==> config.mk <==
export PLATFORM = sky130hd
export DESIGN_NAME = cmg_fan
export DESIGN_NICKNAME = d
export VERILOG_FILES = /design/src/rtl/core/cmg_pkg.sv /design/src/rtl/core/cmg_fan.sv
export SDC_FILE = /design/constraint.sdc
export NUM_CORES = 1
export LEC_CHECK = 0
export ABC_AREA = 1
export ABC_CLOCK_PERIOD_IN_PS = 1780
export BUFFER_PORTS_ARGS = -buffer_cell sky130_fd_sc_hd__buf_4
export CAP_MARGIN = 10
export CORE_MARGIN = 1.5
export CORE_UTILIZATION = 51
export DETAILED_ROUTE_END_ITERATION = 16
export MAX_ROUTING_LAYER = met4
export PLACE_DENSITY = 0.9
export SKIP_LAST_GASP = 1
export SYNTH_ARGS = -nofsm -noshare
export SYNTH_HDL_FRONTEND = slang
export SYNTH_SLANG_ARGS = --single-unit
==> constraint.sdc <==
create_clock -name clk -period 1.78 [get_ports clk]
set_input_delay 0.089 -clock clk [delete_from_list [all_inputs] [get_ports clk]]
set_output_delay 0.089 -clock clk [all_outputs]
set_load 0.01 [all_outputs]
==> src/rtl/core/cmg_pkg.sv <==
package cmg_pkg;

	// Default phase resolution: one full turn is 2^ANGLE_BITS phase steps.
	localparam int ANGLE_BITS_DEF = 16;

	// Field widths fixed by the interface.
	localparam int IDX_W   = 16;
	localparam int RAD_W   = 15;
	localparam int HGT_W   = 16;
	localparam int COORD_W = 16;

	// Q30 constants for the sine evaluation.
	localparam logic [30:0] HALF_PI_Q30 = 31'd1686629713;
	localparam logic [30:0] Q30_ONE     = 31'h4000_0000;

	// Horner steps of the Taylor sine, each dividing by a constant through a reciprocal.
	// A multiplier of ceil(2^(32+s)/k) with s = ceil(log2 k) is exact for 32-bit operands.
	localparam int HORNER_STEPS = 6;
	localparam int RECIP_SHIFT [HORNER_STEPS] = '{40, 39, 39, 38, 37, 35};
	localparam logic [32:0] RECIP_MUL [HORNER_STEPS] = '{
		33'(((64'd1 << 40) + 64'd155) / 64'd156),
		33'(((64'd1 << 39) + 64'd109) / 64'd110),
		33'(((64'd1 << 39) + 64'd71) / 64'd72),
		33'(((64'd1 << 38) + 64'd41) / 64'd42),
		33'(((64'd1 << 37) + 64'd19) / 64'd20),
		33'(((64'd1 << 35) + 64'd5) / 64'd6)
	};

	// Order of the four sine evaluations of one segment.
	localparam logic [1:0] SLOT_ZI = 2'd0;
	localparam logic [1:0] SLOT_XI = 2'd1;
	localparam logic [1:0] SLOT_ZN = 2'd2;
	localparam logic [1:0] SLOT_XN = 2'd3;

	// Triangle kinds.
	localparam logic [1:0] KIND_SIDE_LO = 2'd0;
	localparam logic [1:0] KIND_SIDE_HI = 2'd1;
	localparam logic [1:0] KIND_TOP_CAP = 2'd2;
	localparam logic [1:0] KIND_BOT_CAP = 2'd3;

	// Configuration register indexes.
	localparam logic [1:0] REG_RADIUS    = 2'd0;
	localparam logic [1:0] REG_HEIGHT    = 2'd1;
	localparam logic [1:0] REG_DIVISIONS = 2'd2;

	// Tag that travels with each sine evaluation.
	typedef struct packed {
		logic       valid;
		logic [1:0] slot;
		logic       bad;
	} cmg_tag_t;

endpackage

==> src/rtl/core/cmg_fan.sv <==
module cmg_fan #(
	parameter int ANGLE_BITS = cmg_pkg::ANGLE_BITS_DEF
) (
	input  logic                  clk,
	input  logic                  arst_n,
	input  logic                  in_valid,
	input  logic                  in_bad,
	input  logic [ANGLE_BITS-1:0] phase_i,
	input  logic [ANGLE_BITS-1:0] phase_n,
	output logic [ANGLE_BITS-1:0] phase,
	output cmg_pkg::cmg_tag_t     tag
);

	localparam logic [ANGLE_BITS-1:0] QUARTER = ANGLE_BITS'(1) << (ANGLE_BITS - 2);

	logic [ANGLE_BITS-1:0] pi_q;
	logic [ANGLE_BITS-1:0] pn_q;
	logic                  bad_q;
	logic [1:0]            cnt_q;
	logic                  run_q;

	// Hold one segment's phases and walk through its four evaluations.
	always_ff @(posedge clk or negedge arst_n) begin
		if (!arst_n) begin
			run_q <= 1'b0;
			cnt_q <= '0;
		end else if (in_valid) begin
			run_q <= 1'b1;
			cnt_q <= '0;
		end else if (run_q) begin
			cnt_q <= cnt_q + 2'd1;
			run_q <= (cnt_q != cmg_pkg::SLOT_XN);
		end
	end

	always_ff @(posedge clk) begin
		if (in_valid) begin
			pi_q  <= phase_i;
			pn_q  <= phase_n;
			bad_q <= in_bad;
		end
	end

	// Cosine is the sine a quarter turn on.
	always_comb begin
		unique case (cnt_q)
			cmg_pkg::SLOT_ZI: phase = pi_q;
			cmg_pkg::SLOT_XI: phase = pi_q + QUARTER;
			cmg_pkg::SLOT_ZN: phase = pn_q;
			cmg_pkg::SLOT_XN: phase = pn_q + QUARTER;
			default:          phase = pi_q;
		endcase
	end

	assign tag.valid = run_q;
	assign tag.slot  = cnt_q;
	assign tag.bad   = bad_q;

endmodule

Yosys cells after proc, flatten, opt, wreduce, memory -nomap -nowiden
Cells that the tools add are included.
Widths: inputs -> output; s select.
{"block": "totals", "out_inout_bits": 20, "regBits": 36, "inputBits": 36, "word_cells": 19}
{"block": "classes", "addsub": 3, "n_eq_ne": 4, "reduce_logical": 2, "muxes": 5}
{"cell": "$pmux 16 s4", "count": 1}
{"cell": "$add 16x15->16 const B", "count": 2}
{"cell": "$eq 2x2->1 const B", "count": 2}
{"cell": "$mux 2", "count": 2}
{"cell": "$add 2x1->2 const B", "count": 1}
{"cell": "$eq 2x1->1 const B", "count": 1}
{"cell": "$logic_not 2->1", "count": 1}
{"cell": "$mux 1", "count": 2}
{"cell": "$ne 2x2->1 const B", "count": 1}
{"cell": "$reduce_bool 2->1", "count": 1}

Depth between registers and ports, before layout
{"block": "depth", "ltp_word": 3, "ltp_mapped": 8}

Worst setup path after synthesis
No wires, ideal clock.
{"block": "synth_timing", "path_kind": "reg2out", "from": "register cnt_q[0]", "to": "output port phase[0]", "path_buffers": 1, "stages_incl_launch_ff": 7, "arrival_time_ns": 1.358, "path_slack_ns": 0.333, "required_ns": 1.691, "path_cell_list": "dfrtp_1 inv_1 ha_1 inv_2 buf_4 nand2_1 o21ai_0"}
{"block": "synth_between", "elab_chain_len": 2}
{"element": "from (decl)", "line": "cmg_fan.sv:19", "source": "logic [1:0] cnt_q;"}
{"element": "from (signal assigned)", "line": "cmg_fan.sv:31", "source": "cnt_q <= cnt_q + 2'd1;"}
{"element": "$eq 2x2->1, or another cell as far along", "line": "cmg_fan.sv:46", "source": "unique case (cnt_q)"}
{"element": "$pmux 16 s4 (*)", "line": "cmg_fan.sv:46"}
{"element": "to (decl)", "line": "cmg_fan.sv:10", "source": "output logic [ANGLE_BITS-1:0] phase,"}
Mark *: on every way between the ends. The rest lies on a longest branch, timed or not.

Final worst setup path
Same ends and word-level chain as after synthesis.

==> metrics <==
outcome=finished with violations; failing checks=setup timing; element type at the critical path start=register; largest net degree at the start of global routing=35; Setup Crit Path Kind=register to output pin; most frequent cells in the layout=buf_4, dlygate4sd3_1, edfxtp_1; # DRC=0; vias in the first global route=around 1500; synthesized area=approximately 1500 sq um; core area=2758 sq um; global route overflow=0; CTS tree=yes; Critical Path RT=~1700 ps; Unique masters post-synth=16; Worst Path Arrival=1770 ps; FF-to-FF End=cnt_q[1]; die area=about 3200 sq um; Vias per Instance=6.004; DRT Pass-1 Iters=4; Avg WL per Cell=between 20 and 25 microns; I/O pins=56; VDD IR-drop max=between 0.001 and 0.0015 V; Slew Viols, Final=0; Antenna diodes=0; Max Freq=536.8 MHz; worst r2r path cells=4; worst setup margin=-82.79 ps; vias=1501; most common cell after layout, fill and taps aside=buf_4; syn avg cell area=around 12 sq um; share of cells above drive strength 1=46.58%; cells after synthesis=118; CTS Buffer Depth=2; RePlAce Congestion=a little under 0.8; Final setup viols=15; Overall Global Routing Usage=35.39%; # Max-Cap Violations=0; fin crit share=104.7%; H-tree depth=2; clock root buffer=clkbuf_4; hpwl dp=2202 microns; Setup Slack @ Placement=between 200 and 300 ps; syn_nets=158; Die W=56.76 microns; Worst R2R Start=cnt_q[1]; WL final=5685 microns; Setup Skew=roughly 0.56 ps; slew of the pin with the lowest slew margin=approximately 420 ps; Largest stage delay, worst path=between 400 and 500 ps; clock insertion delay at the later pin of the skew report=340 ps; CP Cell Sequence=buf_6 -> ha_4 -> nor2_4 -> buf_6 -> o21ai_1 -> buf_4; reg2reg setup slack=650 ps; CP bufs+invs=3; Yosys top cell by area=edfxtp_1; starting density of the core=53.45%; Pwr Density=1006 nW/um^2; top cell type's share of synthesized area=67.23%; fin nets=258; Worst Setup End Kind=output pin; TNS Setup=-705.4 ps; Die Ht=about 57 microns; clock slew seen by the registers of the worst setup and hold paths=120 ps; P&R area growth vs syn=75.55%; Detailed Route Iter0 Violations=about 140; unrepaired setup endpoints after global routing=true; Critical-path top delay cell=dfrtp_2; port bufs=55; cell mode on critical path=buf_6; P_leak=1.062 nW; Seq/Total Area, Yosys=72.33%; Final Hold Fails=0; CP Max Fanout=7; Worst slew margin=about 70%; Tmin final=around 1900 ps; CTS buffer count=5; clk sink count=36; first-pass GRT wire length=around 7700 microns; YS warnings=0; antenna violations before repair=0; Synth area leaders=edfxtp_1, o21ai_0, nand2_1, dfrtp_1, ha_1; HP Class=primary input to asynchronous set/reset pin; flops & latches, synth=36; CP top delay family=flip-flops; Cell Rows=19; Routed Antenna Nets=0
[power breakdown]
part           total, mW  switching (mW)  leakage (nW)  internal [mW]
Sequential          1.06          0.0542         0.357           1.00
Combinational      0.976           0.519         0.665          0.457
Clock              0.569           0.282        0.0403          0.287
[stage by stage]
stage	power [mW]	std cells	hold WS [ps]	utilization, %	instance area (sq um)
after CTS	2.264	247	52.14	86.03	2372
after floorplan	1.324	118	-206.6	-	1474
after global placement	1.597	201	-120.8	69.33	1912
after detailed placement	1.624	201	-117.5	69.33	1912
after global routing	2.684	250	44.06	93.83	2587
final	2.603	250	48.12	93.83	2587
[layout make-up]
type	count	area (sq um)
flip-flops and latches	36	1067
inverters	7	36.28
clock inverters	3	37.54
clock buffers	5	37.54
repair buffers	99	865.8
well taps	31	38.79
multi-input cells	69	504.2
fillers	75	170.2
[what timing repair did]
| action | in CTS | in global routing |
|---|---|---|
| hold endpoints to repair | 36 | 0 |
| hold buffers | 34 | 0 |
| resized for setup | 10 | 69 |
| endpoints found under the setup margin | 15 | 16 |
| gates cloned | 0 | 1 |
| setup buffers | 4 | 2 |
| pin swaps | 0 | 8 |
[sequential cells by signal, summed over array words and instances (netlist names)]
register / count
bad_q: 1
cnt_q: 2
pi_q: 16
pn_q: 16
run_q: 1
[worst register-to-register path, cell delays in order (launching register included)]
cell,delay (ps)
dfrtp_1,470
inv_2,110
ha_4,280
nand3_1,80
o21ai_0,100
[cells in the mapped netlist]
cell	n
edfxtp_1	33
o21ai_0	29
nand2_1	22
inv_1	5
a21oi_1	4
ha_1	4
nand3_1	4
buf_4	3
dfrtp_1	3
nor2_1	3
inv_2	2
o21ai_1	2
buf_2	1
clkbuf_1	1
clkbuf_2	1
nand4_1	1
[kinds of logic (layout without fill, tap and decap cells)]
kind of cell	after synthesis	count (layout)	synth area share (%)
compound gates	35	35	11.88
fa+ha+maj	4	4	3.396
buf+inv	13	114	4.244
flops	36	36	72.33
simple gates	30	30	8.150
[worst max-delay path by stage]
stage	startpoint	to	depth (start not counted)
after floorplan	cnt_q[0]	phase[0]	6
after global placement	cnt_q[0]	phase[8]	6
after detailed placement	cnt_q[0]	phase[6]	6
after CTS	cnt_q[0]	phase[14]	6
after global routing	cnt_q[1]	phase[2]	6
final	cnt_q[0]	phase[0]	6
[layer usage]
metal  vias up  global-route usage [%]  part of all wire [%]
met4         0                   22.59                   5.4
met5         -                       -                     0
met1       715                   40.99                    35
li1        622                       -                     -
met2       130                   53.49                    50
met3        34                   10.83                   9.1
(Power assumes the default switching activity.)
