<file path="src/rtl/core/cmg_pkg.sv">
package cmg_pkg;

	// Default phase resolution: one full turn is 2^ANGLE_BITS phase steps.
	localparam int ANGLE_BITS_DEF = 16;

	// Field widths fixed by the interface.
	localparam int IDX_W   = 16;
	localparam int RAD_W   = 15;
	localparam int HGT_W   = 16;
	localparam int COORD_W = 16;

	// Q30 constants for the sine evaluation.
	localparam logic [30:0] HALF_PI_Q30 = 31'd1686629713;
	localparam logic [30:0] Q30_ONE     = 31'h4000_0000;

	// Horner steps of the Taylor sine, each dividing by a constant through a reciprocal.
	// A multiplier of ceil(2^(32+s)/k) with s = ceil(log2 k) is exact for 32-bit operands.
	localparam int HORNER_STEPS = 6;
	localparam int RECIP_SHIFT [HORNER_STEPS] = '{40, 39, 39, 38, 37, 35};
	localparam logic [32:0] RECIP_MUL [HORNER_STEPS] = '{
		33'(((64'd1 << 40) + 64'd155) / 64'd156),
		33'(((64'd1 << 39) + 64'd109) / 64'd110),
		33'(((64'd1 << 39) + 64'd71) / 64'd72),
		33'(((64'd1 << 38) + 64'd41) / 64'd42),
		33'(((64'd1 << 37) + 64'd19) / 64'd20),
		33'(((64'd1 << 35) + 64'd5) / 64'd6)
	};

	// Order of the four sine evaluations of one segment.
	localparam logic [1:0] SLOT_ZI = 2'd0;
	localparam logic [1:0] SLOT_XI = 2'd1;
	localparam logic [1:0] SLOT_ZN = 2'd2;
	localparam logic [1:0] SLOT_XN = 2'd3;

	// Triangle kinds.
	localparam logic [1:0] KIND_SIDE_LO = 2'd0;
	localparam logic [1:0] KIND_SIDE_HI = 2'd1;
	localparam logic [1:0] KIND_TOP_CAP = 2'd2;
	localparam logic [1:0] KIND_BOT_CAP = 2'd3;

	// Configuration register indexes.
	localparam logic [1:0] REG_RADIUS    = 2'd0;
	localparam logic [1:0] REG_HEIGHT    = 2'd1;
	localparam logic [1:0] REG_DIVISIONS = 2'd2;

	// Tag that travels with each sine evaluation.
	typedef struct packed {
		logic       valid;
		logic [1:0] slot;
		logic       bad;
	} cmg_tag_t;

endpackage

</file>
<file path="src/rtl/core/cmg_div_pipe.sv">
module cmg_div_pipe #(
	parameter int ANGLE_BITS = cmg_pkg::ANGLE_BITS_DEF
) (
	input  logic                        clk,
	input  logic                        arst_n,
	input  logic                        in_valid,
	input  logic                        in_bad,
	input  logic [cmg_pkg::IDX_W-1:0]   idx_a,
	input  logic [cmg_pkg::IDX_W-1:0]   idx_b,
	input  logic [cmg_pkg::IDX_W-1:0]   divisor,
	output logic                        out_valid,
	output logic                        out_bad,
	output logic [ANGLE_BITS-1:0]       phase_a,
	output logic [ANGLE_BITS-1:0]       phase_b
);

	localparam int W = cmg_pkg::IDX_W;

	// Stage k holds the partial remainders and quotients after k restoring steps.
	logic [W-1:0]          rem_a_s [ANGLE_BITS+1];
	logic [W-1:0]          rem_b_s [ANGLE_BITS+1];
	logic [ANGLE_BITS-1:0] quo_a_s [ANGLE_BITS+1];
	logic [ANGLE_BITS-1:0] quo_b_s [ANGLE_BITS+1];
	logic                  vld_s   [ANGLE_BITS+1];
	logic                  bad_s   [ANGLE_BITS+1];

	assign rem_a_s[0] = idx_a;
	assign rem_b_s[0] = idx_b;
	assign quo_a_s[0] = '0;
	assign quo_b_s[0] = '0;
	assign vld_s[0]   = in_valid;
	assign bad_s[0]   = in_bad;

	// One quotient bit per stage for each of the two lanes.
	for (genvar k = 0; k < ANGLE_BITS; k++) begin : g_step
		logic [W:0] dbl_a;
		logic [W:0] dbl_b;
		logic       ge_a;
		logic       ge_b;

		assign dbl_a = {rem_a_s[k], 1'b0};
		assign dbl_b = {rem_b_s[k], 1'b0};
		assign ge_a  = dbl_a >= {1'b0, divisor};
		assign ge_b  = dbl_b >= {1'b0, divisor};

		always_ff @(posedge clk or negedge arst_n) begin
			if (!arst_n) begin
				vld_s[k+1] <= 1'b0;
			end else begin
				vld_s[k+1] <= vld_s[k];
			end
		end

		always_ff @(posedge clk) begin
			rem_a_s[k+1] <= ge_a ? W'(dbl_a - {1'b0, divisor}) : W'(dbl_a);
			rem_b_s[k+1] <= ge_b ? W'(dbl_b - {1'b0, divisor}) : W'(dbl_b);
			quo_a_s[k+1] <= {quo_a_s[k][ANGLE_BITS-2:0], ge_a};
			quo_b_s[k+1] <= {quo_b_s[k][ANGLE_BITS-2:0], ge_b};
			bad_s[k+1]   <= bad_s[k];
		end
	end

	assign out_valid = vld_s[ANGLE_BITS];
	assign out_bad   = bad_s[ANGLE_BITS];
	assign phase_a   = quo_a_s[ANGLE_BITS];
	assign phase_b   = quo_b_s[ANGLE_BITS];

endmodule

</file>
<file path="config.mk">
export PLATFORM = sky130hd
export DESIGN_NAME = cmg_div_pipe
export DESIGN_NICKNAME = d
export VERILOG_FILES = /design/src/rtl/core/cmg_pkg.sv /design/src/rtl/core/cmg_div_pipe.sv
export SDC_FILE = /design/constraint.sdc
export NUM_CORES = 2
export LEC_CHECK = 0
export BUFFER_PORTS_ARGS = -buffer_cell sky130_fd_sc_hd__clkbuf_2
export CAP_MARGIN = 25
export CORE_ASPECT_RATIO = 0.6
export CORE_MARGIN = 5
export CORE_UTILIZATION = 64
export DETAILED_ROUTE_END_ITERATION = 6
export PLACE_DENSITY_LB_ADDON = 0.05
export SYNTH_ARGS = -nofsm -noshare
export SYNTH_HDL_FRONTEND = slang
export SYNTH_SLANG_ARGS = --single-unit
</file>
<file path="constraint.sdc">
create_clock -name clk -period 3.17 [get_ports clk]
set_input_delay 0.1585 -clock clk [delete_from_list [all_inputs] [get_ports clk]]
set_output_delay 0.1585 -clock clk [all_outputs]
set_load 0.1 [all_outputs]
</file>
; After elaboration in Yosys (flattened, before gate mapping)
; Cells that the tools add are included.
[word_totals]
regBits = 784
in_bits = 52
elab_cells = 216
[op_classes]
addsub = 30
order_cmp = 32
muxes = 30
[ops]
columns = op, count
row1 = 17-bit by 16-bit greater-or-equal comparator with 1-bit output, 32
row2 = 16-bit two-way mux, 30
row3 = 16-bit subtractor, 30

; Longest topological paths before layout
[logic_depth]
ltp_word = 2
mapped_depth = 14
ltp_nobuf = 12

; Least setup slack after synthesis
; No wires, ideal clock.
[synth_path]
kind = input to register
from = input divisor[0] (netlist bit)
to = register rem_b_s (netlist bit g_step[5].dbl_b[10])
arrival_ns = 3.293
required_time_ns = 3.049
path_slack_ns = -0.243
cell_stages = 13
n_path_buf = 3
cell_sequence = clkbuf_1 inv_2 buf_1 ha_1 nand4_1 nor3_1 or4_1 nor3_1 or2_2 or2_2 buf_2 inv_2 mux2_2
[synth_between]
elab_chain_cells = 2
elab_cells_between_ends = 3
cone_classes = 1 x add/sub / 1 x order compare / 1 x mux
[synth_rtl]
columns = item, line_no
row1 = from (decl), cmg_div_pipe.sv:10  ; input logic [cmg_pkg::IDX_W-1:0] divisor,
row2 = 17-bit by 16-bit greater-or-equal comparator with 1-bit output, cmg_div_pipe.sv:44  ; assign ge_b = dbl_b >= {1'b0, divisor};
row3 = via g_step[4].ge_b, cmg_div_pipe.sv:39  ; logic ge_b;
row4 = 16-bit two-way mux, cmg_div_pipe.sv:56  ; rem_b_s[k+1] <= ge_b ? W'(dbl_b - {1'b0, divisor}) : W'(dbl_b);
row5 = "to (signal, indexed assignment)", cmg_div_pipe.sv:56
row6 = to (decl), cmg_div_pipe.sv:21  ; logic [W-1:0] rem_b_s [ANGLE_BITS+1];
; The timed path passes the listed nets, and every way through them passes these cells.
; A chain may end at the register's enable or synchronous reset.

; Final worst setup path
[layout_path]
from = input divisor[0] (netlist bit)
to = register rem_a_s (netlist bit g_step[15].dbl_a[4])
[layout_between]
elab_chain_cells = 2
elab_cells_between_ends = 3
cone_classes = 1 x add/sub / 1 x order compare / 1 x mux
[layout_rtl]
columns = item, line_no
row1 = 16-bit subtractor or 17-bit by 16-bit greater-or-equal comparator with 1-bit output (tied branches), "cmg_div_pipe.sv:55, cmg_div_pipe.sv:43"
row2 = 16-bit two-way mux (*), cmg_div_pipe.sv:55  ; rem_a_s[k+1] <= ge_a ? W'(dbl_a - {1'b0, divisor}) : W'(dbl_a);
row3 = "to (signal, indexed assignment)", cmg_div_pipe.sv:55
row4 = to (decl), cmg_div_pipe.sv:20  ; logic [W-1:0] rem_a_s [ANGLE_BITS+1];
; Every way passes the cells marked *; elsewhere a longest branch is shown, timed or not.

==> qor.yml <==
syn_avg_cell_area_sq_um: 9.40
final_nets: 5658
grt_pass1_vias: 33833
tns_ns: 0
io_pins: 86
intPower_mw: 37.8
clk_pin_slew_ns: 0.06
grt_usage_pct: 30.1
hold_violations: 0
htree_levels: 3
crit_type: "in2reg"
holdWs_ns: 0.109
synth_seq_cells: 784
cts_buffers: 73
synth_cell_types: 86
power_frac_seq_pct: 27.7
vias_per_cell: 5.99
synth_commonest_cells: "768 x dfxtp_1, 510 x ha_1, 388 x nand2_1"
relSlewSlack_pct: 55.9
rsz0062_at_grt: "false"
critPathLaunchType: "input pin"
synth_edf_count: 0
synth_top_area_share_pct: 35.0
layout-drive-gt1-share_pct: 16.3
fin_crit_sh_pct: 96.1
synth_top_area_cell: "dfxtp_1"
yosys-top-cells-area: "dfxtp_1 35%, ha_1 15%, mux2_2 6.1%"
vdd_drop_max_uv: 799
die_y_microns: 213
vias: 36089
clock_sinks: 784
p_sw_share_pct: 41.3
grt_pass1_wl_microns: 182000
synth_flop_cell: "dfxtp_1"
ant_nets: 0
syn_nets: 5271
rows: 74
synthCells: 4679
postLayoutCoreUtil_pct: 74.2
dp_hpwl_microns: 84500
fin_skew_ns: 0.0225
crit_arrival_ns: 3.56
clockBufferDepth: 3
port-buffer-count: 85
initial_core_util_pct: 64.6
comb_power_share_pct: 58.0
nFillCells: 5065
p_leak_nw: 22.5
tightest_slew_ns: 0.660
pwr-share-clk_pct: 14.2
switching_power_mw: 26.6
p_per_area_nw_per_um2: 1270
fp.dieW_microns: 348
yosysMostFrequentCell: "dfxtp_1"
wire_per_inst_microns: 18.9
cts-root-buf: "clkbuf_16"
dr.pass1.iters: 5
cts_setup_buffers: 0
drc_errors: 0
final-setup-viol-count: 0
final_period_minus_worst_setup_slack_ns: 3.05
wl_microns: 114000
drt_iter0_drc: 2841
die-area_sq_um: 74200
crit_required_ns: 3.69
syn_area_sq_um: 44000
hp-class: "in2reg"
num_antenna_cells: 0
cts_tree: "yes"
yosys_warnings: 0
clock_latency_ns: 0.64
drv_cap: 0
ys_seq_area_share_pct: 35.9
synth_async_sr_flop_share_pct: 2.04
area_growth_pct: 14.8
outcome: "finished clean"
drv_slew: 0
place.gp.congestion: 0.962
critPathMaxFanout: 13
core_sq_um: 68100
fmax_mhz: 328
grt_antenna_before_repair: 2
end_kind: "register"
grt_max_degree: 41
grt-ovfl-total: 0
layer usage:
metal | global-route usage [%] | routed length (microns) | share of wire (%) | vias to the layer above
met2 | 43.4 | 45300 | 40 | 1311
met3 | 6.55 | 10300 | 9.0 | 182
li1 | - | - | - | 17854
met1 | 45.7 | 55400 | 49 | 16740
met4 | 7.92 | 2860 | 2.5 | 2
met5 | 0 | 17 | 0.015 | -
through the flow:
stage	instances	cell area, sq um	setup WS (ns)	total power [mW]
final	6029	50500	0.125	64.4
after floorplan	4679	44000	0.0189	44.7
after detailed placement	5865	47700	-0.0528	54.2
after global placement	5865	47700	0.0574	53.3
after CTS	6029	50500	0.214	63.9
after global routing	6029	50500	0.0148	69.1
power by group through the flow:
stage / Combinational [mW] / Sequential [mW] / Clock (mW)
2_1_floorplan: 28.1 / 16.6 / 0
3_3_place_gp: 35.5 / 17.8 / 0
3_5_place_dp: 36.3 / 17.9 / 0
4_1_cts: 36.8 / 17.8 / 9.32
5_1_grt: 41.1 / 18.3 / 9.73
6_report: 37.4 / 17.9 / 9.16
critical path, cell delays in order:
cell and delay, ns:
dlygate4sd3_1 0.54, buf_4 0.19, inv_2 0.20, buf_12 0.19, buf_4 0.19, ha_1 0.23, nand4_1 0.11, nor3_1 0.36
or4_1 0.21, nor3_1 0.05, or2_2 0.30, or2_1 0.24, buf_4 0.20, and2_1 0.17, a41o_1 0.20
logic make-up after synthesis:
| logic type | share of synthesized area (%) |
|---|---|
| AND/OR/NAND/NOR | 15.3 |
| AO/OA/AOI/OAI | 16.8 |
| flip-flops | 35.9 |
| adder cells (fa/ha/maj) | 15.9 |
| XOR/XNOR | 6.15 |
| multiplexers | 7.36 |
| buffers and inverters | 2.70 |
path summary, 6_finish.rpt:
| kind | cells after the start | slack (ns) | to | from |
|---|---|---|---|---|
| worst max-delay path | 15 | 0.12 | g_step[15].dbl_a[4] | divisor[0] |
| worst min-delay path | 5 | 0.11 | g_step[1].dbl_a[15] | idx_a[15] |
| worst max register to register | 10 | 0.20 | g_step[12].dbl_a[9] | g_step[11].dbl_a[1] |
| worst min register to register | 0 | 0.31 | phase_b[5] | quo_b_s[20] |
| max in group asynchronous | 3 | 2.12 | vld_s[14] | arst_n |
| min in group asynchronous | 3 | 0.63 | vld_s[1] | arst_n |
flip-flops by register name, indices dropped and copies added, names as in the netlist:
name,cells
phase_a,16
g_step.dbl_b,240
g_step.dbl_a,240
vld_s,15
quo_b_s,120
out_bad,1
out_valid,1
bad_s,15
phase_b,16
quo_a_s,120
area by class of cell:
cell class | instances | area [sq um] | area share [%]
multi-input combinational | 3632 | 27000 | 53.6
timing repair buffer | 412 | 3440 | 6.82
sequential | 784 | 15800 | 31.2
clock buffer | 97 | 2110 | 4.18
tap | 912 | 1140 | 2.26
clock inverter | 29 | 347 | 0.686
inverter | 163 | 638 | 1.26
cell usage in the layout (no fill, tap or decap), drive strengths merged, types with 69 or more instances in the layout:
master / instances
dfxtp: 768
nor2b: 104
mux2: 252
nand3: 105
or3: 69
ha: 510
inv: 158
a21oi: 293
o21ai: 257
buf: 291
nor3: 128
clkbuf: 180
xor2: 91
nor2: 263
a21o: 108
xnor2: 218
nand2: 389
nand4: 79
timing repair:
action	in CTS	in global routing
resized for setup	0	0
endpoints found under the hold margin	49	0
hold buffers	38	0
(Power assumes the default switching activity.)
