## src/rtl/core/cmg_pkg.sv

```systemverilog
package cmg_pkg;

	// Default phase resolution: one full turn is 2^ANGLE_BITS phase steps.
	localparam int ANGLE_BITS_DEF = 16;

	// Field widths fixed by the interface.
	localparam int IDX_W   = 16;
	localparam int RAD_W   = 15;
	localparam int HGT_W   = 16;
	localparam int COORD_W = 16;

	// Q30 constants for the sine evaluation.
	localparam logic [30:0] HALF_PI_Q30 = 31'd1686629713;
	localparam logic [30:0] Q30_ONE     = 31'h4000_0000;

	// Horner steps of the Taylor sine, each dividing by a constant through a reciprocal.
	// A multiplier of ceil(2^(32+s)/k) with s = ceil(log2 k) is exact for 32-bit operands.
	localparam int HORNER_STEPS = 6;
	localparam int RECIP_SHIFT [HORNER_STEPS] = '{40, 39, 39, 38, 37, 35};
	localparam logic [32:0] RECIP_MUL [HORNER_STEPS] = '{
		33'(((64'd1 << 40) + 64'd155) / 64'd156),
		33'(((64'd1 << 39) + 64'd109) / 64'd110),
		33'(((64'd1 << 39) + 64'd71) / 64'd72),
		33'(((64'd1 << 38) + 64'd41) / 64'd42),
		33'(((64'd1 << 37) + 64'd19) / 64'd20),
		33'(((64'd1 << 35) + 64'd5) / 64'd6)
	};

	// Order of the four sine evaluations of one segment.
	localparam logic [1:0] SLOT_ZI = 2'd0;
	localparam logic [1:0] SLOT_XI = 2'd1;
	localparam logic [1:0] SLOT_ZN = 2'd2;
	localparam logic [1:0] SLOT_XN = 2'd3;

	// Triangle kinds.
	localparam logic [1:0] KIND_SIDE_LO = 2'd0;
	localparam logic [1:0] KIND_SIDE_HI = 2'd1;
	localparam logic [1:0] KIND_TOP_CAP = 2'd2;
	localparam logic [1:0] KIND_BOT_CAP = 2'd3;

	// Configuration register indexes.
	localparam logic [1:0] REG_RADIUS    = 2'd0;
	localparam logic [1:0] REG_HEIGHT    = 2'd1;
	localparam logic [1:0] REG_DIVISIONS = 2'd2;

	// Tag that travels with each sine evaluation.
	typedef struct packed {
		logic       valid;
		logic [1:0] slot;
		logic       bad;
	} cmg_tag_t;

endpackage

```

## src/rtl/core/cmg_emit.sv

```systemverilog
module cmg_emit (
	input  logic                               clk,
	input  logic                               arst_n,
	input  logic signed [cmg_pkg::COORD_W-1:0] coord,
	input  cmg_pkg::cmg_tag_t                  tag,
	input  logic [cmg_pkg::HGT_W-2:0]          half,
	output logic                               strobe,
	output logic [1:0]                         triangle_kind,
	output logic signed [cmg_pkg::COORD_W-1:0] ax,
	output logic signed [cmg_pkg::COORD_W-1:0] ay,
	output logic signed [cmg_pkg::COORD_W-1:0] az,
	output logic signed [cmg_pkg::COORD_W-1:0] bx,
	output logic signed [cmg_pkg::COORD_W-1:0] by_coord,
	output logic signed [cmg_pkg::COORD_W-1:0] bz,
	output logic signed [cmg_pkg::COORD_W-1:0] cx,
	output logic signed [cmg_pkg::COORD_W-1:0] cy,
	output logic signed [cmg_pkg::COORD_W-1:0] cz,
	output logic                               bad_index,
	output logic                               last_of_segment
);

	localparam int CW = cmg_pkg::COORD_W;

	// Collect the first three coordinates of a segment as they arrive.
	logic signed [CW-1:0] zi_q, xi_q, zn_q;
	logic signed [CW-1:0] szi_q, sxi_q, szn_q, sxn_q;
	logic                 sbad_q;
	logic                 run_q;
	logic [1:0]           kind_q;
	logic                 load;

	assign load = tag.valid && (tag.slot == cmg_pkg::SLOT_XN);

	always_ff @(posedge clk) begin
		if (tag.valid) begin
			unique case (tag.slot)
				cmg_pkg::SLOT_ZI: zi_q <= coord;
				cmg_pkg::SLOT_XI: xi_q <= coord;
				cmg_pkg::SLOT_ZN: zn_q <= coord;
				cmg_pkg::SLOT_XN: begin
					szi_q  <= zi_q;
					sxi_q  <= xi_q;
					szn_q  <= zn_q;
					sxn_q  <= coord;
					sbad_q <= tag.bad;
				end
				default: zi_q <= zi_q;
			endcase
		end
	end

	// Sequence the triangles of a complete segment, one per cycle; a bad segment gives a single word.
	always_ff @(posedge clk or negedge arst_n) begin
		if (!arst_n) begin
			run_q  <= 1'b0;
			kind_q <= '0;
		end else if (load) begin
			run_q  <= 1'b1;
			kind_q <= cmg_pkg::KIND_SIDE_LO;
		end else if (run_q) begin
			kind_q <= kind_q + 2'd1;
			run_q  <= !sbad_q && (kind_q != cmg_pkg::KIND_BOT_CAP);
		end
	end

	// Assemble the vertices of the current triangle.
	logic signed [CW-1:0] ph, nh;
	logic signed [CW-1:0] v [9];
	logic                 last_c;

	assign ph = $signed({1'b0, half});
	assign nh = -ph;

	always_comb begin
		last_c = sbad_q || (kind_q == cmg_pkg::KIND_BOT_CAP);
		if (sbad_q) begin
			for (int k = 0; k < 9; k++) begin
				v[k] = '0;
			end
		end else begin
			unique case (kind_q)
				cmg_pkg::KIND_SIDE_LO: v = '{sxi_q, ph, szi_q, sxi_q, nh, szi_q, sxn_q, nh, szn_q};
				cmg_pkg::KIND_SIDE_HI: v = '{sxi_q, ph, szi_q, sxn_q, nh, szn_q, sxn_q, ph, szn_q};
				cmg_pkg::KIND_TOP_CAP: v = '{'0, ph, '0, sxi_q, ph, szi_q, sxn_q, ph, szn_q};
				cmg_pkg::KIND_BOT_CAP: v = '{'0, nh, '0, sxi_q, nh, szi_q, sxn_q, nh, szn_q};
				default:               v = '{default: '0};
			endcase
		end
	end

	// Output register: each word is shown for exactly one cycle.
	logic                 strobe_q;
	logic [1:0]           okind_q;
	logic signed [CW-1:0] ov_q [9];
	logic                 obad_q;
	logic                 olast_q;

	always_ff @(posedge clk or negedge arst_n) begin
		if (!arst_n) begin
			strobe_q <= 1'b0;
		end else begin
			strobe_q <= run_q;
		end
	end

	always_ff @(posedge clk) begin
		okind_q <= sbad_q ? cmg_pkg::KIND_SIDE_LO : kind_q;
		ov_q    <= v;
		obad_q  <= sbad_q;
		olast_q <= last_c;
	end

	assign strobe          = strobe_q;
	assign triangle_kind   = okind_q;
	assign ax              = ov_q[0];
	assign ay              = ov_q[1];
	assign az              = ov_q[2];
	assign bx              = ov_q[3];
	assign by_coord        = ov_q[4];
	assign bz              = ov_q[5];
	assign cx              = ov_q[6];
	assign cy              = ov_q[7];
	assign cz              = ov_q[8];
	assign bad_index       = obad_q;
	assign last_of_segment = olast_q;

endmodule

```

## config.mk

```make
export PLATFORM = sky130hd
export DESIGN_NAME = cmg_emit
export DESIGN_NICKNAME = d
export VERILOG_FILES = /design/src/rtl/core/cmg_pkg.sv /design/src/rtl/core/cmg_emit.sv
export SDC_FILE = /design/constraint.sdc
export NUM_CORES = 1
export LEC_CHECK = 0
export ABC_CLOCK_PERIOD_IN_PS = 2530
export BUFFER_PORTS_ARGS = -buffer_cell sky130_fd_sc_hd__buf_2
export CORE_ASPECT_RATIO = 1.4
export CORE_MARGIN = 2
export CORE_UTILIZATION = 54
export CTS_CLUSTER_DIAMETER = 200
export DETAILED_ROUTE_END_ITERATION = 10
export GPL_ROUTABILITY_DRIVEN = 0
export PLACE_DENSITY = 0.79
export SETUP_SLACK_MARGIN = 0.3
export SYNTH_ARGS = -nofsm -noshare
export SYNTH_HDL_FRONTEND = slang
export SYNTH_SLANG_ARGS = --single-unit
```

## constraint.sdc

```tcl
create_clock -name clk -period 2.53 [get_ports clk]
set_input_delay 0.253 -clock clk [delete_from_list [all_inputs] [get_ports clk]]
set_output_delay 0.253 -clock clk [all_outputs]
set_load 0.01 [all_outputs]
```

Word-level counts from Yosys, hierarchy flattened
Index checks and enable logic that the tools add are counted.
{"block": "op_classes", "n_reduce_logical": 11, "bitwise": 0, "n_div": 0, "magnitude_cmp": 0, "n_mul": 0, "eq_ne": 7, "shift": 0, "n_addsub": 2, "mux": 5}
{"cell": "144-bit case mux with 4 select lines", "count": 1}
{"cell": "15-bit negator with 16-bit output", "count": 1}
{"cell": "2-bit equality test, second input constant", "count": 4}
{"cell": "2-bit AND reduction", "count": 4}
{"cell": "2-bit by 1-bit equality test with 1-bit output, second input constant", "count": 2}
{"cell": "2-bit zero test", "count": 2}
{"cell": "2-bit two-way mux", "count": 2}
{"cell": "2-bit by 1-bit adder with 2-bit output, second input constant", "count": 1}
{"cell": "1-bit logical AND", "count": 2}
{"cell": "1-bit two-way mux", "count": 2}
{"cell": "2-bit != test, second input constant", "count": 1}
{"cell": "2-bit nonzero test", "count": 1}
{"cell": "1-bit zero test", "count": 1}
{"cell": "1-bit logical OR", "count": 1}
{"block": "word_totals", "rom_bits": 0, "latch_bits": 0, "ramBits": 0, "register_bits": 265, "mem_count": 0, "out_inout_bits": 149, "inputBits": 37}

Logic depth before layout (Yosys ltp)
Gate-level depths: netlist of run 1.
{"block": "depth", "word_depth": 4, "depth_mapped": 8, "mapped_depth_nobuf": 6}

Worst setup path before layout of run 1
No wires, ideal clock.
{"block": "synth_path", "path_kind": "input -> register", "startpoint": "in tag[3] (netlist name)", "endpoint": "reg sbad_q (enable)", "setup_ns": 0.433, "t_arrival_ns": 1.884, "cell_stages": 1, "n_path_buf": 0, "path_slack_ns": 0.213, "cell_sequence": "and3_1"}
{"block": "synth_via", "elab_chain_cells": 1}
{"item": "from (decl)", "line_no": "cmg_emit.sv:5", "source": "input cmg_pkg::cmg_tag_t tag,"}
{"item": "2-bit AND reduction (no source line)"}
{"item": "to (signal assigned)", "line_no": "cmg_emit.sv:45", "source": "sbad_q <= tag.bad;"}
{"item": "to (decl)", "line_no": "cmg_emit.sv:27", "source": "logic sbad_q;"}
Every way passes these cells.
A chain may end at the register's enable or synchronous reset.

Final worst setup path of run 1
{"block": "layout_path", "startpoint": "reg kind_q[0]", "endpoint": "reg ov_q, in the netlist cy[12]"}
{"block": "layout_via", "elab_chain_cells": 2, "word_cells_on_any_way": 5}
{"item": "from (decl)", "line_no": "cmg_emit.sv:29", "source": "logic [1:0] kind_q;"}
{"item": "from (signal assigned)", "line_no": "cmg_emit.sv:59", "source": "kind_q <= cmg_pkg::KIND_SIDE_LO;"}
{"item": "from (signal assigned)", "line_no": "cmg_emit.sv:61", "source": "kind_q <= kind_q + 2'd1;"}
{"item": "2-bit equality test (tied with other cells)", "line_no": "cmg_emit.sv:81", "source": "unique case (kind_q)"}
{"item": "144-bit case mux with 4 select lines *", "line_no": "cmg_emit.sv:81"}
{"item": "to (signal assigned)", "line_no": "cmg_emit.sv:108", "source": "ov_q <= v;"}
{"item": "to (decl)", "line_no": "cmg_emit.sv:94", "source": "logic signed [CW-1:0] ov_q [9];"}
Every way passes the cells marked *; elsewhere a longest branch is shown, timed or not. The select of a mux whose other input is x is not followed.

==> impl_table.tex, run 1 <==
\begin{tabular}{lr}
\hline
Metric & Value \\
\hline
\multicolumn{2}{l}{\textbf{Timing}} \\
Worst slew margin & 0.544 \\
Slew at the pin with the worst max-slew slack & 0.682 ns \\
Worst path setup slack after routing & 0.486 ns \\
Max Clock Freq & approximately 500 MHz \\
Fin Setup TNS & 0 ns \\
Worst hold slack after final layout & 0.0261 ns \\
RSZ-0062 raised after global routing & false \\
Hold Violations, Final & 0 \\
\# setup viols final & 0 \\
Clock Skew & between 0.007 and 0.008 ns \\
Final Slew Violations & 0 \\
Final worst path period share & 0.808 \\
Min Tclk post-route & between 2 and 2.5 ns \\
\multicolumn{2}{l}{\textbf{Place}} \\
Count of input and output buffers & 185 \\
Setup slack after placement & 0.451 ns \\
DP Wirelength & 12700 um \\
Placed insts & 1016 \\
\multicolumn{2}{l}{\textbf{Critical path}} \\
Launching element type of the critical path & flop \\
Setup slack of the worst register-to-register path & 0.49 ns \\
Largest fanout on the critical path & 12 \\
Critical Path End Type & flop \\
Register-to-Register Path Depth & 6 \\
Endpoint of the worst register-to-register path & cy[12] \\
Critical path start-end classification & flop to flop \\
Critical path required time & between 2 and 3 ns \\
Startpoint of the worst-slack reg-to-reg timing path & kind\_q[0] \\
Signal arrival time at the worst endpoint & 2.48 ns \\
\multicolumn{2}{l}{\textbf{Global route}} \\
All-Layer GR Usage & 0.216 \\
Number of antenna violations at the first check in global routing & 0 \\
GRT Residual Overflow & 0 \\
Wire length of the first global-routing pass & slightly below 30000 um \\
Number of global-route vias before repair & 5691 \\
Pin count of the biggest net entering global routing & 62 \\
\multicolumn{2}{l}{\textbf{Logic synthesis}} \\
Number of nets in the synthesized netlist & a little over 700 \\
Synth Cell Area & around 8700 sq um \\
Proportion of netlist area held by the largest area contributor & 0.388 \\
Proportion of synthesized chip area in sequential cells & 0.733 \\
Post-synth ARST share & 0.0152 \\
Most area-consuming cells after synthesis & sky130\_fd\_sc\_hd\_\_edfxtp\_1 39\%, sky130\_fd\_sc\_hd\_\_dfxtp\_1 33\%, sky130\_fd\_sc\_hd\_\_a22oi\_1 3.4\% \\
Flip-flop and latch count after synthesis & 263 \\
Total number of yosys warnings & 0 \\
Synth Flop Type & sky130\_fd\_sc\_hd\_\_dfxtp\_1 \\
Number of unique standard cell types used by synthesis & 45 \\
Count of mapped cells out of synthesis & roughly 660 \\
Post-synthesis average cell area & 13.2 sq um \\
Cell taking the most area after synthesis & sky130\_fd\_sc\_hd\_\_edfxtp\_1 \\
Number of enable-type register cells in the synthesized netlist & $\sim$110 \\
\multicolumn{2}{l}{\textbf{Clock tree}} \\
Worst-path clk slew & around 0.060 ns \\
Number of buffers added by the clock tree synthesis step & 24 \\
Worst-Skew Late Latency & 0.51 ns \\
Clock sink count & 263 \\
Number of H-tree branching levels & 1 \\
Clock tree root buffer cell & sky130\_fd\_sc\_hd\_\_clkbuf\_16 \\
Largest buffer count on any clock path & 3 \\
TritonCTS clock tree & yes \\
\multicolumn{2}{l}{\textbf{Floorplan}} \\
Number of cell rows & 55 \\
IO Pins & 186 \\
Horizontal die dimension & 112 um \\
Die ar. & 17200 sq um \\
Vertical die dimension & 155 um \\
Core Area & roughly 16000 sq um \\
Initial core utilization & 0.546 \\
\multicolumn{2}{l}{\textbf{Detailed routing}} \\
Drt initial violations & approximately 630 \\
WL final & $\sim$19000 um \\
Mean number of vias per cell & 5.51 \\
Average detailed-routed wire length per instance & 17.8 um \\
Remaining design rule violation count & 0 \\
Post-route ant nets & 0 \\
DR pass1 iterations & 6 \\
Count of vias placed by the detailed router & 5942 \\
\multicolumn{2}{l}{\textbf{Power}} \\
Leakage power figure & 0.00454 uW \\
Worst supply voltage drop on vdd & 0.000763 V \\
Cell area power density & 1070 nW/um\^{}2 \\
\multicolumn{2}{l}{\textbf{Final layout}} \\
Finished Layout Cells & 1078 \\
Filler Cell Count & between 1000 and 1500 \\
ANT cells & 0 \\
Fraction of layout instances using a drive strength above 1 & 0.297 \\
Total Nets Final & 903 \\
Layout Area Growth over Synthesis & 25.3\% \\
\multicolumn{2}{l}{\textbf{Status}} \\
Run status & finished, final reports clean \\
\multicolumn{2}{l}{\textbf{Worst hold path}} \\
Tightest Hold Check Type & primary input to flop \\
Min-Delay Startpoint & half[0] \\
Worst hold path depth & 3 \\
Endpoint of the worst hold path & ay[0] \\
\multicolumn{2}{l}{\textbf{Flow run}} \\
Max Cap Violations & 0 \\
\hline
\end{tabular}
worst max path at each step:
stage	start	slack [ns]	to	cells past startpoint
finish	kind_q[0]	0.49	cy[12]	6
global placement	half[1]	0.50	cy[12]	7
CTS	kind_q[0]	0.43	cy[6]	6
floorplan	tag[2]	0.61	zi_q[0]	1
global route	kind_q[0]	0.39	cy[11]	6
detailed placement	kind_q[0]	0.45	cy[8]	6
layer usage:
| metal | vias to the layer above | part of all wire | track usage |
|---|---|---|---|
| li1 | 2789 | - | - |
| met1 | 2831 | 0.37 | 0.253 |
| met2 | 290 | 0.53 | 0.404 |
| met3 | 32 | 0.082 | 0.0419 |
| met4 | 0 | 0.020 | 0.0564 |
| met5 | - | 0 | 0 |
stage by stage:
stage                     utilization  total power (uW)  cell area [sq um]
after global placement          0.618              7900               9910
after floorplan                     -              6870               8750
final                           0.684             11700              11000
after CTS                       0.684             11800              11000
after global routing            0.684             12300              11000
after detailed placement        0.618              7950               9910
worst max-delay path, cell delays in order, from the launching register on:
cell                       delay, ns
sky130_fd_sc_hd__dfrtp_1        0.43
sky130_fd_sc_hd__inv_1          0.10
sky130_fd_sc_hd__ha_1           0.32
sky130_fd_sc_hd__nand2b_1       0.32
sky130_fd_sc_hd__o41ai_1        0.44
sky130_fd_sc_hd__a21oi_1        0.19
sky130_fd_sc_hd__a21oi_1        0.17
cells in the final DEF (no fill, tap or decap), types with 8 or more instances in the layout:
| master | count |
|---|---|
| sky130_fd_sc_hd__nor2_1 | 61 |
| sky130_fd_sc_hd__o21ai_0 | 15 |
| sky130_fd_sc_hd__nor2b_1 | 33 |
| sky130_fd_sc_hd__nor3_1 | 16 |
| sky130_fd_sc_hd__dfxtp_1 | 146 |
| sky130_fd_sc_hd__buf_2 | 185 |
| sky130_fd_sc_hd__nand4_1 | 8 |
| sky130_fd_sc_hd__clkbuf_16 | 25 |
| sky130_fd_sc_hd__a21oi_1 | 31 |
| sky130_fd_sc_hd__a311oi_1 | 8 |
| sky130_fd_sc_hd__dlygate4sd3_1 | 18 |
| sky130_fd_sc_hd__edfxtp_1 | 113 |
| sky130_fd_sc_hd__a22oi_1 | 40 |
| sky130_fd_sc_hd__nand2_1 | 12 |
| sky130_fd_sc_hd__buf_4 | 19 |
| sky130_fd_sc_hd__and2_1 | 32 |
| sky130_fd_sc_hd__or3_1 | 16 |
what timing repair did:
action	4_1_cts	5_1_grt
hold buffers	18	0
endpoints found under the setup margin	0	5
resized for setup	0	1
hold endpoints to repair	68	0
buffers inserted	0	0
synth_stat cells (8+ instances only):
| library cell | number |
|---|---|
| sky130_fd_sc_hd__nor2_1 | 63 |
| sky130_fd_sc_hd__nor2b_1 | 35 |
| sky130_fd_sc_hd__o21ai_0 | 15 |
| sky130_fd_sc_hd__nand4_1 | 8 |
| sky130_fd_sc_hd__a22oi_1 | 40 |
| sky130_fd_sc_hd__dfxtp_1 | 146 |
| sky130_fd_sc_hd__nor3_1 | 16 |
| sky130_fd_sc_hd__and2_1 | 32 |
| sky130_fd_sc_hd__clkbuf_1 | 47 |
| sky130_fd_sc_hd__a311oi_1 | 8 |
| sky130_fd_sc_hd__or3_1 | 16 |
| sky130_fd_sc_hd__nand2_1 | 12 |
| sky130_fd_sc_hd__edfxtp_1 | 113 |
| sky130_fd_sc_hd__a21oi_1 | 31 |
cells by family (layout without fill, tap and decap cells):
logic type / after synthesis / count (layout) / synth area share
buf+inv: 58 / 273 / 0.0276
xor+xnor: 2 / 2 / 0.00200
compound gates: 125 / 125 / 0.0970
fa+ha+maj: 5 / 5 / 0.00715
flops: 263 / 263 / 0.733
simple gates: 210 / 210 / 0.132
mux: 1 / 1 / 0.00114
power by group:
part           internal [uW]  switching, uW
Clock                   2340           1500
Sequential              5010            177
Combinational           1040           1670
Total                   8390           3340
cell type report:
cell class                 instances  area, sq um  area share
clock buffer                      35          737      0.0672
clock inverter                     9          138      0.0126
inverter                           5         18.8     0.00171
multi-input combinational        343         2120       0.193
sequential                       263         6420       0.585
tap                              199          249      0.0227
timing repair buffer             224         1290       0.118
flip-flops by register name, indices dropped and copies added (netlist names), 2 cells and up:
name,flops
ax,16
ay,16
az,16
bx,16
by_coord,15
bz,16
cx,16
cy,15
cz,16
kind_q,2
sxi_q,16
sxn_q,16
szi_q,16
szn_q,16
triangle_kind,2
xi_q,16
zi_q,16
zn_q,16
Power figures use the tool's default switching activity.
==> run 2, diff against run 1 <==
--- a/config.mk
+++ b/config.mk
@@ -5,7 +5,7 @@
 export SDC_FILE = /design/constraint.sdc
 export NUM_CORES = 1
 export LEC_CHECK = 0
-export ABC_CLOCK_PERIOD_IN_PS = 2530
+export ABC_CLOCK_PERIOD_IN_PS = 2100
 export BUFFER_PORTS_ARGS = -buffer_cell sky130_fd_sc_hd__buf_2
 export CORE_ASPECT_RATIO = 1.4
 export CORE_MARGIN = 2
==> constraint.sdc (replaced) <==
create_clock -name clk -period 2.1 [get_ports clk]
set_input_delay 0.21 -clock clk [delete_from_list [all_inputs] [get_ports clk]]
set_output_delay 0.21 -clock clk [all_outputs]
set_load 0.01 [all_outputs]
==> impl_table.tex, run 2 (same netlist as run 1, synthesis figures left out) <==
\begin{tabular}{lr}
\hline
Metric & Value \\
\hline
\multicolumn{2}{l}{\textbf{Floorplan}} \\
IO Pins & 186 (unchanged) \\
Die ar. & 17200 sq um (unchanged) \\
Number of cell rows & 55 (unchanged) \\
Core Area & 16000 sq um (unchanged) \\
Vertical die dimension & 155 um (unchanged) \\
Horizontal die dimension & 112 um (unchanged) \\
Initial core utilization & 0.546 (unchanged) \\
\multicolumn{2}{l}{\textbf{Detailed routing}} \\
Mean number of vias per cell & 5.55 (was 5.51) \\
Count of vias placed by the detailed router & 6135 (was 5942) \\
Post-route ant nets & 0 (unchanged) \\
WL final & 20600 um (was 19200 um) \\
DR pass1 iterations & 5 (was 6) \\
Remaining design rule violation count & 0 (unchanged) \\
Average detailed-routed wire length per instance & 18.6 um (was 17.8 um) \\
Drt initial violations & 492 (was 629) \\
\multicolumn{2}{l}{\textbf{Timing}} \\
Clock Skew & 0.0125 ns (was 0.00726 ns) \\
Final Slew Violations & 0 (unchanged) \\
\# setup viols final & 0 (unchanged) \\
Final worst path period share & 0.851 (was 0.808) \\
Worst slew margin & 0.563 (was 0.544) \\
Min Tclk post-route & 1.79 ns (was 2.04 ns) \\
Worst hold slack after final layout & 0.0456 ns (was 0.0261 ns) \\
RSZ-0062 raised after global routing & true (was false) \\
Max Clock Freq & 560 MHz (was 489 MHz) \\
Slew at the pin with the worst max-slew slack & 0.655 ns (was 0.682 ns) \\
Hold Violations, Final & 0 (unchanged) \\
\multicolumn{2}{l}{\textbf{Global route}} \\
Wire length of the first global-routing pass & 30700 um (was 29700 um) \\
Pin count of the biggest net entering global routing & 39 (was 62) \\
All-Layer GR Usage & 0.225 (was 0.216) \\
Number of global-route vias before repair & 5867 (was 5691) \\
GRT Residual Overflow & 0 (unchanged) \\
Number of antenna violations at the first check in global routing & 0 (unchanged) \\
\multicolumn{2}{l}{\textbf{Critical path}} \\
Setup slack of the worst register-to-register path & 0.31 ns (was 0.49 ns) \\
Startpoint of the worst-slack reg-to-reg timing path & kind\_q[1] (was kind\_q[0]) \\
Largest fanout on the critical path & 8 (was 12) \\
Critical path start-end classification & flop to flop (unchanged) \\
Endpoint of the worst register-to-register path & bz[0] (was cy[12]) \\
Critical path required time & 2.48 ns (was 2.97 ns) \\
Register-to-Register Path Depth & 7 (was 6) \\
Critical Path End Type & flop (unchanged) \\
Signal arrival time at the worst endpoint & 2.16 ns (was 2.48 ns) \\
Launching element type of the critical path & flop (unchanged) \\
\multicolumn{2}{l}{\textbf{Clock tree}} \\
Worst-Skew Late Latency & 0.51 ns (about the same) \\
Clock sink count & 263 (unchanged) \\
Number of buffers added by the clock tree synthesis step & 24 (unchanged) \\
Worst-path clk slew & 0.07 ns (was 0.06 ns) \\
Largest buffer count on any clock path & 3 (unchanged) \\
Clock tree root buffer cell & sky130\_fd\_sc\_hd\_\_clkbuf\_16 (unchanged) \\
Number of H-tree branching levels & 1 (unchanged) \\
TritonCTS clock tree & yes (unchanged) \\
\multicolumn{2}{l}{\textbf{Place}} \\
Post-placement cell area & 10000 sq um (was 9910 sq um) \\
DP Wirelength & 13200 um (was 12700 um) \\
Count of input and output buffers & 185 (unchanged) \\
Placed insts & 1034 (was 1016) \\
\multicolumn{2}{l}{\textbf{Flow run}} \\
Max Cap Violations & 0 (unchanged) \\
\multicolumn{2}{l}{\textbf{Power}} \\
Switching Share & 0.290 (was 0.285) \\
Worst supply voltage drop on vdd & 0.00110 V (was 0.000763 V) \\
Proportion of power drawn by flip-flops and latches & 0.422 (was 0.442) \\
Total power draw & 14900 uW (was 11700 uW) \\
Internal power component & 10500 uW (was 8390 uW) \\
Relative contribution of combinational cells to total power & 0.276 (was 0.231) \\
Cell area power density & 1300 nW/um\^{}2 (was 1070 nW/um\^{}2) \\
Leakage power figure & 0.00477 uW (was 0.00454 uW) \\
Clock group share of total power & 0.301 (was 0.327) \\
Power dissipated by switching net loads & 4310 uW (was 3340 uW) \\
\multicolumn{2}{l}{\textbf{Final layout}} \\
Finished Layout Cells & 1106 (was 1078) \\
Top library cells by usage in the layout, fill and taps aside & 185 x sky130\_fd\_sc\_hd\_\_buf\_2, 146 x sky130\_fd\_sc\_hd\_\_dfxtp\_1, 113 x sky130\_fd\_sc\_hd\_\_edfxtp\_1, 61 x sky130\_fd\_sc\_hd\_\_nor2\_1, 41 x sky130\_fd\_sc\_hd\_\_buf\_4 (was 185 x sky130\_fd\_sc\_hd\_\_buf\_2, 146 x sky130\_fd\_sc\_hd\_\_dfxtp\_1, 113 x sky130\_fd\_sc\_hd\_\_edfxtp\_1, 61 x sky130\_fd\_sc\_hd\_\_nor2\_1, 40 x sky130\_fd\_sc\_hd\_\_a22oi\_1) \\
Cell area after layout & 11400 sq um (was 11000 sq um) \\
Fraction of layout instances using a drive strength above 1 & 0.354 (was 0.297) \\
Total Nets Final & 931 (was 903) \\
Layout Area Growth over Synthesis & 30.4\% (was 25.3\%) \\
Final standard cell utilization of the core & 0.711 (was 0.684) \\
Leading cell type in the layout, fill and taps excluded & sky130\_fd\_sc\_hd\_\_buf\_2 (unchanged) \\
ANT cells & 0 (unchanged) \\
\multicolumn{2}{l}{\textbf{Worst hold path}} \\
Min-Delay Startpoint & half[13] (was half[0]) \\
Worst hold path depth & 2 (was 3) \\
Tightest Hold Check Type & primary input to flop (unchanged) \\
Endpoint of the worst hold path & ay[13] (was ay[0]) \\
\multicolumn{2}{l}{\textbf{Status}} \\
Run status & finished, final reports clean (unchanged) \\
\hline
\end{tabular}
==> run 2: changes by cell type in the layout (fill, tap and decap cells not counted), sizes merged <==
cell,previous run,this run
inv,5,7
dlygate4sd3,18,19
bufinv,3,2
buf,206,232
==> run 2: stage by stage <==
step / setup WS [ns] / setup TNS, ns
detailed placement: -0.0180 / -0.0290
floorplan: 0.305 / 0
finish: 0.313 / 0
CTS: 0.246 / 0
global route: 0.245 / 0
global placement: 0.0318 / 0
==> run 2: worst max-delay path by stage <==
stage	start	endpoint	slack (ns)	cells after the start
floorplan	kind_q[0]	by_coord[12]	0.30	8
global placement	half[1]	cy[12]	0.03	8
CTS	kind_q[1]	bz[0]	0.25	7
global route	kind_q[0]	bz[0]	0.24	6
finish	kind_q[1]	bz[0]	0.31	7
detailed placement	kind_q[0]	ay[12]	-0.02	6
==> run 2: critical path, cell delays in order, from the launching register on <==
cell and delay [ns]:
sky130_fd_sc_hd__dfrtp_1 0.42, sky130_fd_sc_hd__inv_2 0.08, sky130_fd_sc_hd__ha_4 0.18, sky130_fd_sc_hd__buf_6 0.11, sky130_fd_sc_hd__or3_4 0.43, sky130_fd_sc_hd__clkbuf_16 0.21, sky130_fd_sc_hd__a22oi_2 0.15, sky130_fd_sc_hd__nor2_1 0.06
==> run 2: area by class of cell <==
cell class	count	area (sq um)
inverters	5	18.8
fillers	1067	4630
multi-input cells	343	2320
clock inverters	10	103
repair buffers	252	1570
flip-flops and latches	263	6420
clock buffers	34	734
well taps	199	249
==> run 2: per-layer routing <==
layer / GRT usage / vias up / routed length [um]
met5: 0 / - / 0
met1: 0.263 / 2938 / 7710
met2: 0.411 / 301 / 10800
li1: - / 2851 / -
met3: 0.0443 / 45 / 1460
met4: 0.0805 / 0 / 611
==> run 2: power by group through the flow <==
stage          logic, uW  registers [uW]  clock network, uW
6_report            4110            6270               4480
5_1_grt             4390            6320               4740
4_1_cts             3790            6270               4560
3_5_place_dp        3260            6370                  0
3_3_place_gp        3210            6360                  0
2_1_floorplan       1620            6660                  0
==> run 2: repair_timing <==
item,in CTS,in global routing
pin swaps,1,5
endpoints found under the setup margin,76,60
hold endpoints to repair,70,0
hold buffers,19,0
gates resized for setup,22,27
setup buffers,3,3
cloned,2,1
